### src/pau_pkg.sv
package pau_pkg;

  localparam int OBJ_FIELD_W   = 16;
  localparam int TAG_W         = 32;
  localparam int COUNT_FIELD_W = 7;
  localparam int CFG_IDX_W     = 1;
  localparam int CFG_DATA_W    = 7;

  // register indexes
  localparam logic [CFG_IDX_W-1:0] CFG_CONVERGE_MODE = 1'b0;
  localparam logic [CFG_IDX_W-1:0] CFG_TARGET_SIZE   = 1'b1;

  // opcodes
  localparam logic OP_INSERT = 1'b0;
  localparam logic OP_CLEAR  = 1'b1;

  typedef struct packed {
    logic                   opcode;
    logic [OBJ_FIELD_W-1:0] objective_a;
    logic [OBJ_FIELD_W-1:0] objective_b;
    logic [TAG_W-1:0]       solution_tag;
  } in_t;

  typedef struct packed {
    logic                     added;
    logic [COUNT_FIELD_W-1:0] removed_count;
    logic [COUNT_FIELD_W-1:0] archive_count;
    logic                     overflow;
    logic                     optimum_found;
  } out_t;

  typedef enum logic [2:0] {
    ST_WIPE,
    ST_IDLE,
    ST_SCAN,
    ST_DRAIN,
    ST_STORE,
    ST_FINISH
  } state_t;

  typedef struct packed {
    logic load;
    logic rd_en;
    logic wipe_en;
    logic store;
    logic clear_state;
    logic emit;
  } cmd_t;

  typedef struct packed {
    logic idx_last;
    logic out_free;
  } status_t;

endpackage

### src/pau_ctrl.sv
module pau_ctrl (
  input  logic             clk,
  input  logic             rst,
  input  logic             in_valid,
  input  logic             opcode,
  output logic             in_ready,
  input  pau_pkg::status_t status,
  output pau_pkg::cmd_t    cmd
);

  pau_pkg::state_t state, state_next;
  logic report, report_next;

  always_ff @(posedge clk) begin
    if (rst) begin
      state  <= pau_pkg::ST_WIPE;
      report <= 1'b0;
    end else begin
      state  <= state_next;
      report <= report_next;
    end
  end

  always_comb begin
    state_next  = state;
    report_next = report;
    in_ready    = 1'b0;
    cmd         = '0;
    case (state)
      pau_pkg::ST_WIPE: begin
        cmd.wipe_en = 1'b1;
        if (status.idx_last) begin
          cmd.clear_state = 1'b1;
          state_next = report ? pau_pkg::ST_FINISH : pau_pkg::ST_IDLE;
        end
      end
      pau_pkg::ST_IDLE: begin
        in_ready = 1'b1;
        if (in_valid) begin
          cmd.load = 1'b1;
          if (opcode == pau_pkg::OP_CLEAR) begin
            state_next  = pau_pkg::ST_WIPE;
            report_next = 1'b1;
          end else begin
            state_next = pau_pkg::ST_SCAN;
          end
        end
      end
      pau_pkg::ST_SCAN: begin
        cmd.rd_en = 1'b1;
        if (status.idx_last) begin
          state_next = pau_pkg::ST_DRAIN;
        end
      end
      pau_pkg::ST_DRAIN: begin
        state_next = pau_pkg::ST_STORE;
      end
      pau_pkg::ST_STORE: begin
        cmd.store  = 1'b1;
        state_next = pau_pkg::ST_FINISH;
      end
      pau_pkg::ST_FINISH: begin
        if (status.out_free) begin
          cmd.emit    = 1'b1;
          report_next = 1'b0;
          state_next  = pau_pkg::ST_IDLE;
        end
      end
      default: begin
        state_next = pau_pkg::ST_IDLE;
      end
    endcase
  end

endmodule

### src/pau_dp.sv
module pau_dp #(
  parameter int ARCHIVE_DEPTH   = 64,
  parameter int OBJECTIVE_WIDTH = 16
) (
  input  logic                              clk,
  input  logic                              rst,
  input  pau_pkg::in_t                      in_data,
  input  pau_pkg::cmd_t                     cmd,
  output pau_pkg::status_t                  status,
  input  logic                              cfg_we,
  input  logic [pau_pkg::CFG_IDX_W-1:0]     cfg_index,
  input  logic [pau_pkg::CFG_DATA_W-1:0]    cfg_data,
  output logic                              out_valid,
  input  logic                              out_ready,
  output pau_pkg::out_t                     out_data
);

  localparam int AW = (ARCHIVE_DEPTH > 1) ? $clog2(ARCHIVE_DEPTH) : 1;
  localparam int CW = $clog2(ARCHIVE_DEPTH + 1);
  localparam int OW = OBJECTIVE_WIDTH;
  localparam int MW = 1 + 2 * OW + pau_pkg::TAG_W;
  localparam int EW = (CW > pau_pkg::COUNT_FIELD_W) ? CW : pau_pkg::COUNT_FIELD_W;
  localparam logic [AW-1:0] LAST_IDX = AW'(ARCHIVE_DEPTH - 1);

  // entry word: {tag, b, a, valid}
  logic [MW-1:0] mem [ARCHIVE_DEPTH];

  logic [OW-1:0]             cand_a, cand_b;
  logic [pau_pkg::TAG_W-1:0] cand_tag;
  logic [AW-1:0]             idx;
  logic [MW-1:0]             rd_q;
  logic                      chk_v;
  logic [AW-1:0]             chk_addr;
  logic                      rej, free_found, added, over;
  logic [AW-1:0]             free_addr;
  logic [CW-1:0]             removed, count, count_plus;
  logic                      flag;
  logic                      converge_mode;
  logic [pau_pkg::CFG_DATA_W-1:0] target_size;

  logic          e_valid;
  logic [OW-1:0] ea, eb;
  logic          cand_beats, ent_blocks, kill, store_ok;
  logic          we;
  logic [AW-1:0] wa;
  logic [MW-1:0] wd;

  assign status.idx_last = (idx == LAST_IDX);
  assign status.out_free = !out_valid || out_ready;

  assign e_valid    = rd_q[0];
  assign ea         = rd_q[OW:1];
  assign eb         = rd_q[2*OW:OW+1];
  assign cand_beats = (cand_a >= ea) && (cand_b >= eb) && ((cand_a > ea) || (cand_b > eb));
  assign ent_blocks = (ea >= cand_a) && (eb >= cand_b);
  assign kill       = chk_v && e_valid && cand_beats;
  assign store_ok   = !rej && free_found;
  assign count_plus = count + 1'b1;

  always_comb begin
    we = 1'b0;
    wa = idx;
    wd = '0;
    if (cmd.wipe_en) begin
      we = 1'b1;
    end else if (kill) begin
      we = 1'b1;
      wa = chk_addr;
    end else if (cmd.store && store_ok) begin
      we = 1'b1;
      wa = free_addr;
      wd = {cand_tag, cand_b, cand_a, 1'b1};
    end
  end

  always_ff @(posedge clk) begin
    if (we) begin
      mem[wa] <= wd;
    end
    if (cmd.rd_en) begin
      rd_q <= mem[idx];
    end
  end

  always_ff @(posedge clk) begin
    if (cmd.load) begin
      cand_a   <= OW'(in_data.objective_a);
      cand_b   <= OW'(in_data.objective_b);
      cand_tag <= in_data.solution_tag;
    end
    chk_addr <= idx;
  end

  always_ff @(posedge clk) begin
    if (rst) begin
      idx        <= '0;
      chk_v      <= 1'b0;
      rej        <= 1'b0;
      free_found <= 1'b0;
      free_addr  <= '0;
      removed    <= '0;
      added      <= 1'b0;
      over       <= 1'b0;
      count      <= '0;
      flag       <= 1'b0;
    end else begin
      chk_v <= cmd.rd_en;
      if (cmd.rd_en || cmd.wipe_en) begin
        idx <= status.idx_last ? '0 : idx + 1'b1;
      end
      if (cmd.load) begin
        rej        <= 1'b0;
        free_found <= 1'b0;
        removed    <= '0;
        added      <= 1'b0;
        over       <= 1'b0;
      end
      if (chk_v) begin
        if (e_valid && ent_blocks) begin
          rej <= 1'b1;
        end
        if (!free_found && (!e_valid || kill)) begin
          free_found <= 1'b1;
          free_addr  <= chk_addr;
        end
      end
      if (kill) begin
        removed <= removed + 1'b1;
        count   <= count - 1'b1;
      end
      if (cmd.store) begin
        added <= store_ok;
        over  <= !rej && !free_found;
        if (store_ok) begin
          count <= count_plus;
          if (converge_mode && (EW'(count_plus) == EW'(target_size))) begin
            flag <= 1'b1;
          end
        end
      end
      if (cmd.clear_state) begin
        count <= '0;
        flag  <= 1'b0;
      end
    end
  end

  always_ff @(posedge clk) begin
    if (rst) begin
      converge_mode <= 1'b0;
      target_size   <= '0;
    end else if (cfg_we) begin
      case (cfg_index)
        pau_pkg::CFG_CONVERGE_MODE: converge_mode <= cfg_data[0];
        pau_pkg::CFG_TARGET_SIZE:   target_size   <= cfg_data;
        default: ;
      endcase
    end
  end

  always_ff @(posedge clk) begin
    if (rst) begin
      out_valid <= 1'b0;
    end else if (cmd.emit) begin
      out_valid <= 1'b1;
    end else if (out_ready) begin
      out_valid <= 1'b0;
    end
  end

  always_ff @(posedge clk) begin
    if (cmd.emit) begin
      out_data.added         <= added;
      out_data.removed_count <= pau_pkg::COUNT_FIELD_W'(removed);
      out_data.archive_count <= pau_pkg::COUNT_FIELD_W'(count);
      out_data.overflow      <= over;
      out_data.optimum_found <= flag;
    end
  end

endmodule

### src/pareto_archive_update.sv
// insert: the input beat is taken in idle, then the single-read scan walks the entry memory,
//   one entry per cycle, and the drain, store and finish states give the result; the next
//   input beat is taken once the result is emitted; a held result adds its wait
// clear: the entry memory is swept invalid, then the result is emitted and the next beat taken
// reset: synchronous; afterwards the entry memory is swept invalid with
//   in_ready low; config writes are taken throughout
module pareto_archive_update #(
  parameter int ARCHIVE_DEPTH   = 64,
  parameter int OBJECTIVE_WIDTH = 16
) (
  input  logic                           clk,
  input  logic                           rst,
  input  logic                           in_valid,
  output logic                           in_ready,
  input  pau_pkg::in_t                   in_data,
  output logic                           out_valid,
  input  logic                           out_ready,
  output pau_pkg::out_t                  out_data,
  input  logic                           cfg_we,
  input  logic [pau_pkg::CFG_IDX_W-1:0]  cfg_index,
  input  logic [pau_pkg::CFG_DATA_W-1:0] cfg_data
);

  // controller sequences the sweep: wipe, idle, scan, drain, store, finish
  // datapath holds the entry memory, candidate, counters and result register
  pau_pkg::cmd_t    cmd;
  pau_pkg::status_t status;

  // fsm only sees the opcode of the input beat
  pau_ctrl u_ctrl (
    .clk      (clk),
    .rst      (rst),
    .in_valid (in_valid),
    .opcode   (in_data.opcode),
    .in_ready (in_ready),
    .status   (status),
    .cmd      (cmd)
  );

  // entries dominated by the candidate are invalidated during the scan; a
  // stored entry dominating or equal to the candidate rejects it (both cannot
  // happen together, since the archive stays mutually non-dominated)
  // the lowest slot that is free after removals gets the candidate
  pau_dp #(
    .ARCHIVE_DEPTH   (ARCHIVE_DEPTH),
    .OBJECTIVE_WIDTH (OBJECTIVE_WIDTH)
  ) u_dp (
    .clk       (clk),
    .rst       (rst),
    .in_data   (in_data),
    .cmd       (cmd),
    .status    (status),
    .cfg_we    (cfg_we),
    .cfg_index (cfg_index),
    .cfg_data  (cfg_data),
    .out_valid (out_valid),
    .out_ready (out_ready),
    .out_data  (out_data)
  );

endmodule

### config.mk
export PLATFORM = sky130hd
export DESIGN_NAME = pareto_archive_update
export DESIGN_NICKNAME = d
export VERILOG_FILES = /design/src/pau_pkg.sv /design/src/pau_ctrl.sv /design/src/pau_dp.sv /design/src/pareto_archive_update.sv
export SDC_FILE = /design/constraint.sdc
export NUM_CORES = 2
export LEC_CHECK = 0
export ABC_AREA = 0
export BUFFER_PORTS_ARGS = -buffer_cell sky130_fd_sc_hd__buf_2
export CORE_MARGIN = 2
export CORE_UTILIZATION = 40
export DETAILED_ROUTE_END_ITERATION = 6
export PLACE_DENSITY = 0.67
export SYNTH_ARGS = -nofsm -noshare
export SYNTH_HDL_FRONTEND = slang
export SYNTH_HIERARCHICAL = 1
export SYNTH_MEMORY_MAX_BITS = 65536
export SYNTH_SLANG_ARGS = --single-unit
### constraint.sdc
create_clock -name clk -period 5.4 [get_ports clk]
set_clock_uncertainty 0.05 [all_clocks]
set_input_delay 0.27 -clock clk [delete_from_list [all_inputs] [get_ports clk]]
set_output_delay 0.27 -clock clk [all_outputs]
set_load 0.03 [all_outputs]
==> impl_metrics.csv <==
group,metric,value,unit
global_route,grt_pass1_wl,281,mm
global_route,grt_pass1_vias,39900,
yosys,yosysWarningCount,6,
drt,finalWirelength,193,mm
floorplanning,die_w,469,µm
power_and_ir_drop,power.density,352,nW/µm²
layout,layout-drive-gt1-share,32.4,%
timing,slew-limit-headroom,18.3,%
floorplanning,start_util,40.3,%
yosys,synth_top_area_share,76.2,%
drt,vias_per_cell,5.63,
yosys,synth_top_cell_by_area,"edfxtp_1",
clock_tree,cts_tree,"built",
timing,max_freq,211,MHz
placed_design,dp_hpwl,108,mm
clock_tree,cts_made_buffers,217,
power_and_ir_drop,p_leak,31.3,nW
global_route,grt_overflow,0,
yosys,async_reset_ff_share,0,%
layout,n_fill_cell,17100,
drt,ant_nets,0,
timing,rsz0062_at_grt,"false",
critical_path,critPathLaunchType,"flip-flop",
outcome,status,"finished, final reports clean",
floorplanning,core-area,215000,µm²
drt,vias,39300,
critical_path,crit_type,"reg -> reg",
layout,num-nets-final,4079,
critical_path,crit_path_start,"u_dp/cand_b[9]$_DFFE_PP_",
yosys,synthFlopType,"edfxtp_1",
critical_path,cp_max_fo,33,
drt,drt-initial-drc-count,4377,
yosys,syn_avg_cell_area,23.8,µm²
power_and_ir_drop,p_total,35.1,mW
clock_tree,clk_pin_slew,0.06,ns
yosys,synth_area,86400,µm²
timing,drv_slew,0,
yosys,synth.area.top_cells,"edfxtp_1 (76%), mux4_2 (18%), dfxtp_1 (1.2%)",
clock_tree,clk_path_buf_depth,3,
critical_path,cp_data_arrival_time,5.20,ns
floorplanning,row_count,170,
timing,post-route-min-period,4.74,ns
yosys,ys_seq_elements,2245,
timing,finalHoldViolCount,0,
floorplanning,die-area,220000,µm²
layout,syn2layout_area_growth,15.3,%
placed_design,place.gp.congestion,0.831,
worst_hold_path,min_path_type,"in -> reg",
placed_design,port_buffers,64,
global_route,grtUsageTotal,17.6,%
yosys,synth_cell_type_count,72,
critical_path,r2r-start,"u_dp/cand_b[9]$_DFFE_PP_",
critical_path,critPathRequiredTime,5.86,ns
yosys,synthCells,3638,
drt,wl_per_cell,27.7,µm
drt,firstDrtPassIters,6,
yosys,synth_edf_count,2194,
yosys,yosysMostFrequentCell,"edfxtp_1",
worst_hold_path,hold_start,"in_data[36]",
clock_tree,htree_num_levels,4,
global_route,antenna_found_initial,16,
power_and_ir_drop,vdd_ir_drop_max,0.246,mV
clock_tree,cts_root_buf,"clkbuf_16",
timing,setup_viol,0,
floorplanning,fp.dieH,469,µm
global_route,grt_max_degree,112,
layout,finalCoreUtilization,46.4,%
yosys,synth_common_cells,"edfxtp_1 (2194), mux4_2 (693), clkbuf_1 (103)",
yosys,ys_seq_area_share,77.4,%
clock_tree,cts_sinks,2245,
timing,timing.final.crit_share,87.7,%
clock_tree,clk_latency,0.84,ns
yosys,synth_nets,3752,
drt,drc,0,
timing,worst_pin_slew,1.23,ns
clock_tree,cts_resized,0,
critical_path,endpoint_kind,"flip-flop",
run,drv_cap,0,
floorplanning,io_pins,97,
-- layer usage --
metal | vias up | wire (µm) | part of all wire (%) | global-route usage [%]
met2 | 1556 | 93400 | 48 | 28.1
li1 | 16300 | - | - | -
met5 | - | 0 | 0 | 0
met3 | 216 | 16900 | 8.8 | 3.86
met4 | 0 | 2760 | 1.4 | 3.61
met1 | 21300 | 80200 | 41 | 25.2
-- power by group --
group | internal [mW] | switching (mW)
registers | 19.0 | 0.0797
logic | 0.651 | 0.747
clock network | 8.23 | 6.32
total | 27.9 | 7.15
-- what timing repair did --
| item | 4_1_cts | 5_1_grt |
|---|---|---|
| hold buffers | 61 | 0 |
| buffers inserted | 0 | 0 |
| hold endpoints to repair | 63 | 0 |
-- metrics by stage --
| stage | worst slack (ns) | hold WS [ns] | setup TNS [ns] | std cells | area (µm²) |
|---|---|---|---|---|---|
| 3_3_place_gp | 0.829 | 0.344 | 0 | 6523 | 92200 |
| 3_5_place_dp | 0.736 | 0.346 | 0 | 6523 | 92200 |
| 2_1_floorplan | -0.0164 | 0.289 | -4.63 | 3638 | 86400 |
| 4_1_cts | 0.731 | 0.0133 | 0 | 6975 | 99600 |
| 6_report | 0.663 | 0.0924 | 0 | 6977 | 99600 |
| 5_1_grt | 0.451 | 0.0715 | 0 | 6976 | 99600 |
-- placed cells by master, fill, tap and decap left out, types with 10 or more instances in the layout --
cell and n:
xnor2_1 11, dfxtp_1 46, nor2_4 48, nor2_1 49
clkinv_2 34, a21oi_1 42, clkbuf_1 55, mux4_2 693
edfxtp_1 2194, nor3_2 17, buf_12 72, bufinv_16 16
ha_1 36, and3_1 10, nand3_1 35, nand2_1 45
buf_2 64, a211oi_1 10, clkbuf_16 218, o21ai_0 14
and2_2 31, buf_4 97, dlygate4sd3_1 61, clkinv_1 46
inv_1 46
-- critical path: stages, from the launching register on --
cell and delay (ns):
edfxtp_1 0.33, inv_1 0.05, ha_1 0.31, a21oi_1 0.16, o21ai_0 0.17, a22oi_2 0.37, and3_1 0.52, o21ai_4 0.20
and2_1 0.30, o311ai_0 0.45, nand3_1 0.66, nor3_2 0.45, buf_12 0.32
-- cell families (layout without fill, tap and decap cells) --
| group | count (synthesis) | in the layout | share of synthesized area [%] |
|---|---|---|---|
| AOI/OAI and AO/OA | 107 | 107 | 0.827 |
| and+or+nand+nor | 298 | 298 | 1.83 |
| other | 0 | 2 | 0 |
| muxes | 701 | 701 | 18.2 |
| DFF | 2245 | 2245 | 77.4 |
| adders and majority gates | 36 | 36 | 0.521 |
| buffers and inverters | 234 | 733 | 1.07 |
| xor gates and xnor gates | 17 | 17 | 0.172 |
-- registers in the layout, summed over array words and instances (netlist names), 3 cells and up --
| name | flops |
|---|---|
| u_dp/target_size | 7 |
| u_dp/rd_q | 33 |
| u_dp/free_addr | 6 |
| u_dp/chk_addr | 6 |
| u_dp/idx | 6 |
| u_dp/mem | 2112 |
| u_dp/cand_a | 16 |
| u_dp/cand_b | 16 |
| u_dp/out_data | 17 |
| u_dp/removed | 7 |
| u_ctrl/state | 3 |
| u_dp/count | 7 |
-- layout make-up --
cell class	instances	area, µm²	share of cell area (%)
Timing Repair Buffer	294	3100	3.11
Multi-Input combinational cell	1159	19100	19.1
Inverter	48	180	0.181
Clock buffer	277	5720	5.74
Clock inverter	114	1070	1.08
Antenna cell	2	5.00	0.00502
Tap cell	2838	3550	3.57
Sequential cell	2245	66900	67.2
-- final timing paths --
kind | slack, ns | endpoint | cells past startpoint
worst min register to register | 0.35 | u_dp/chk_addr[4]$_DFF_P_ | 0
worst min-delay path | 0.09 | u_dp/cand_b[4]$_DFFE_PP_ | 2
worst max register to register | 0.66 | u_dp/mem[49][23]$_DFFE_PP_ | 12
worst max-delay path | 0.66 | u_dp/mem[49][23]$_DFFE_PP_ | 12
(Power assumes the default switching activity.)
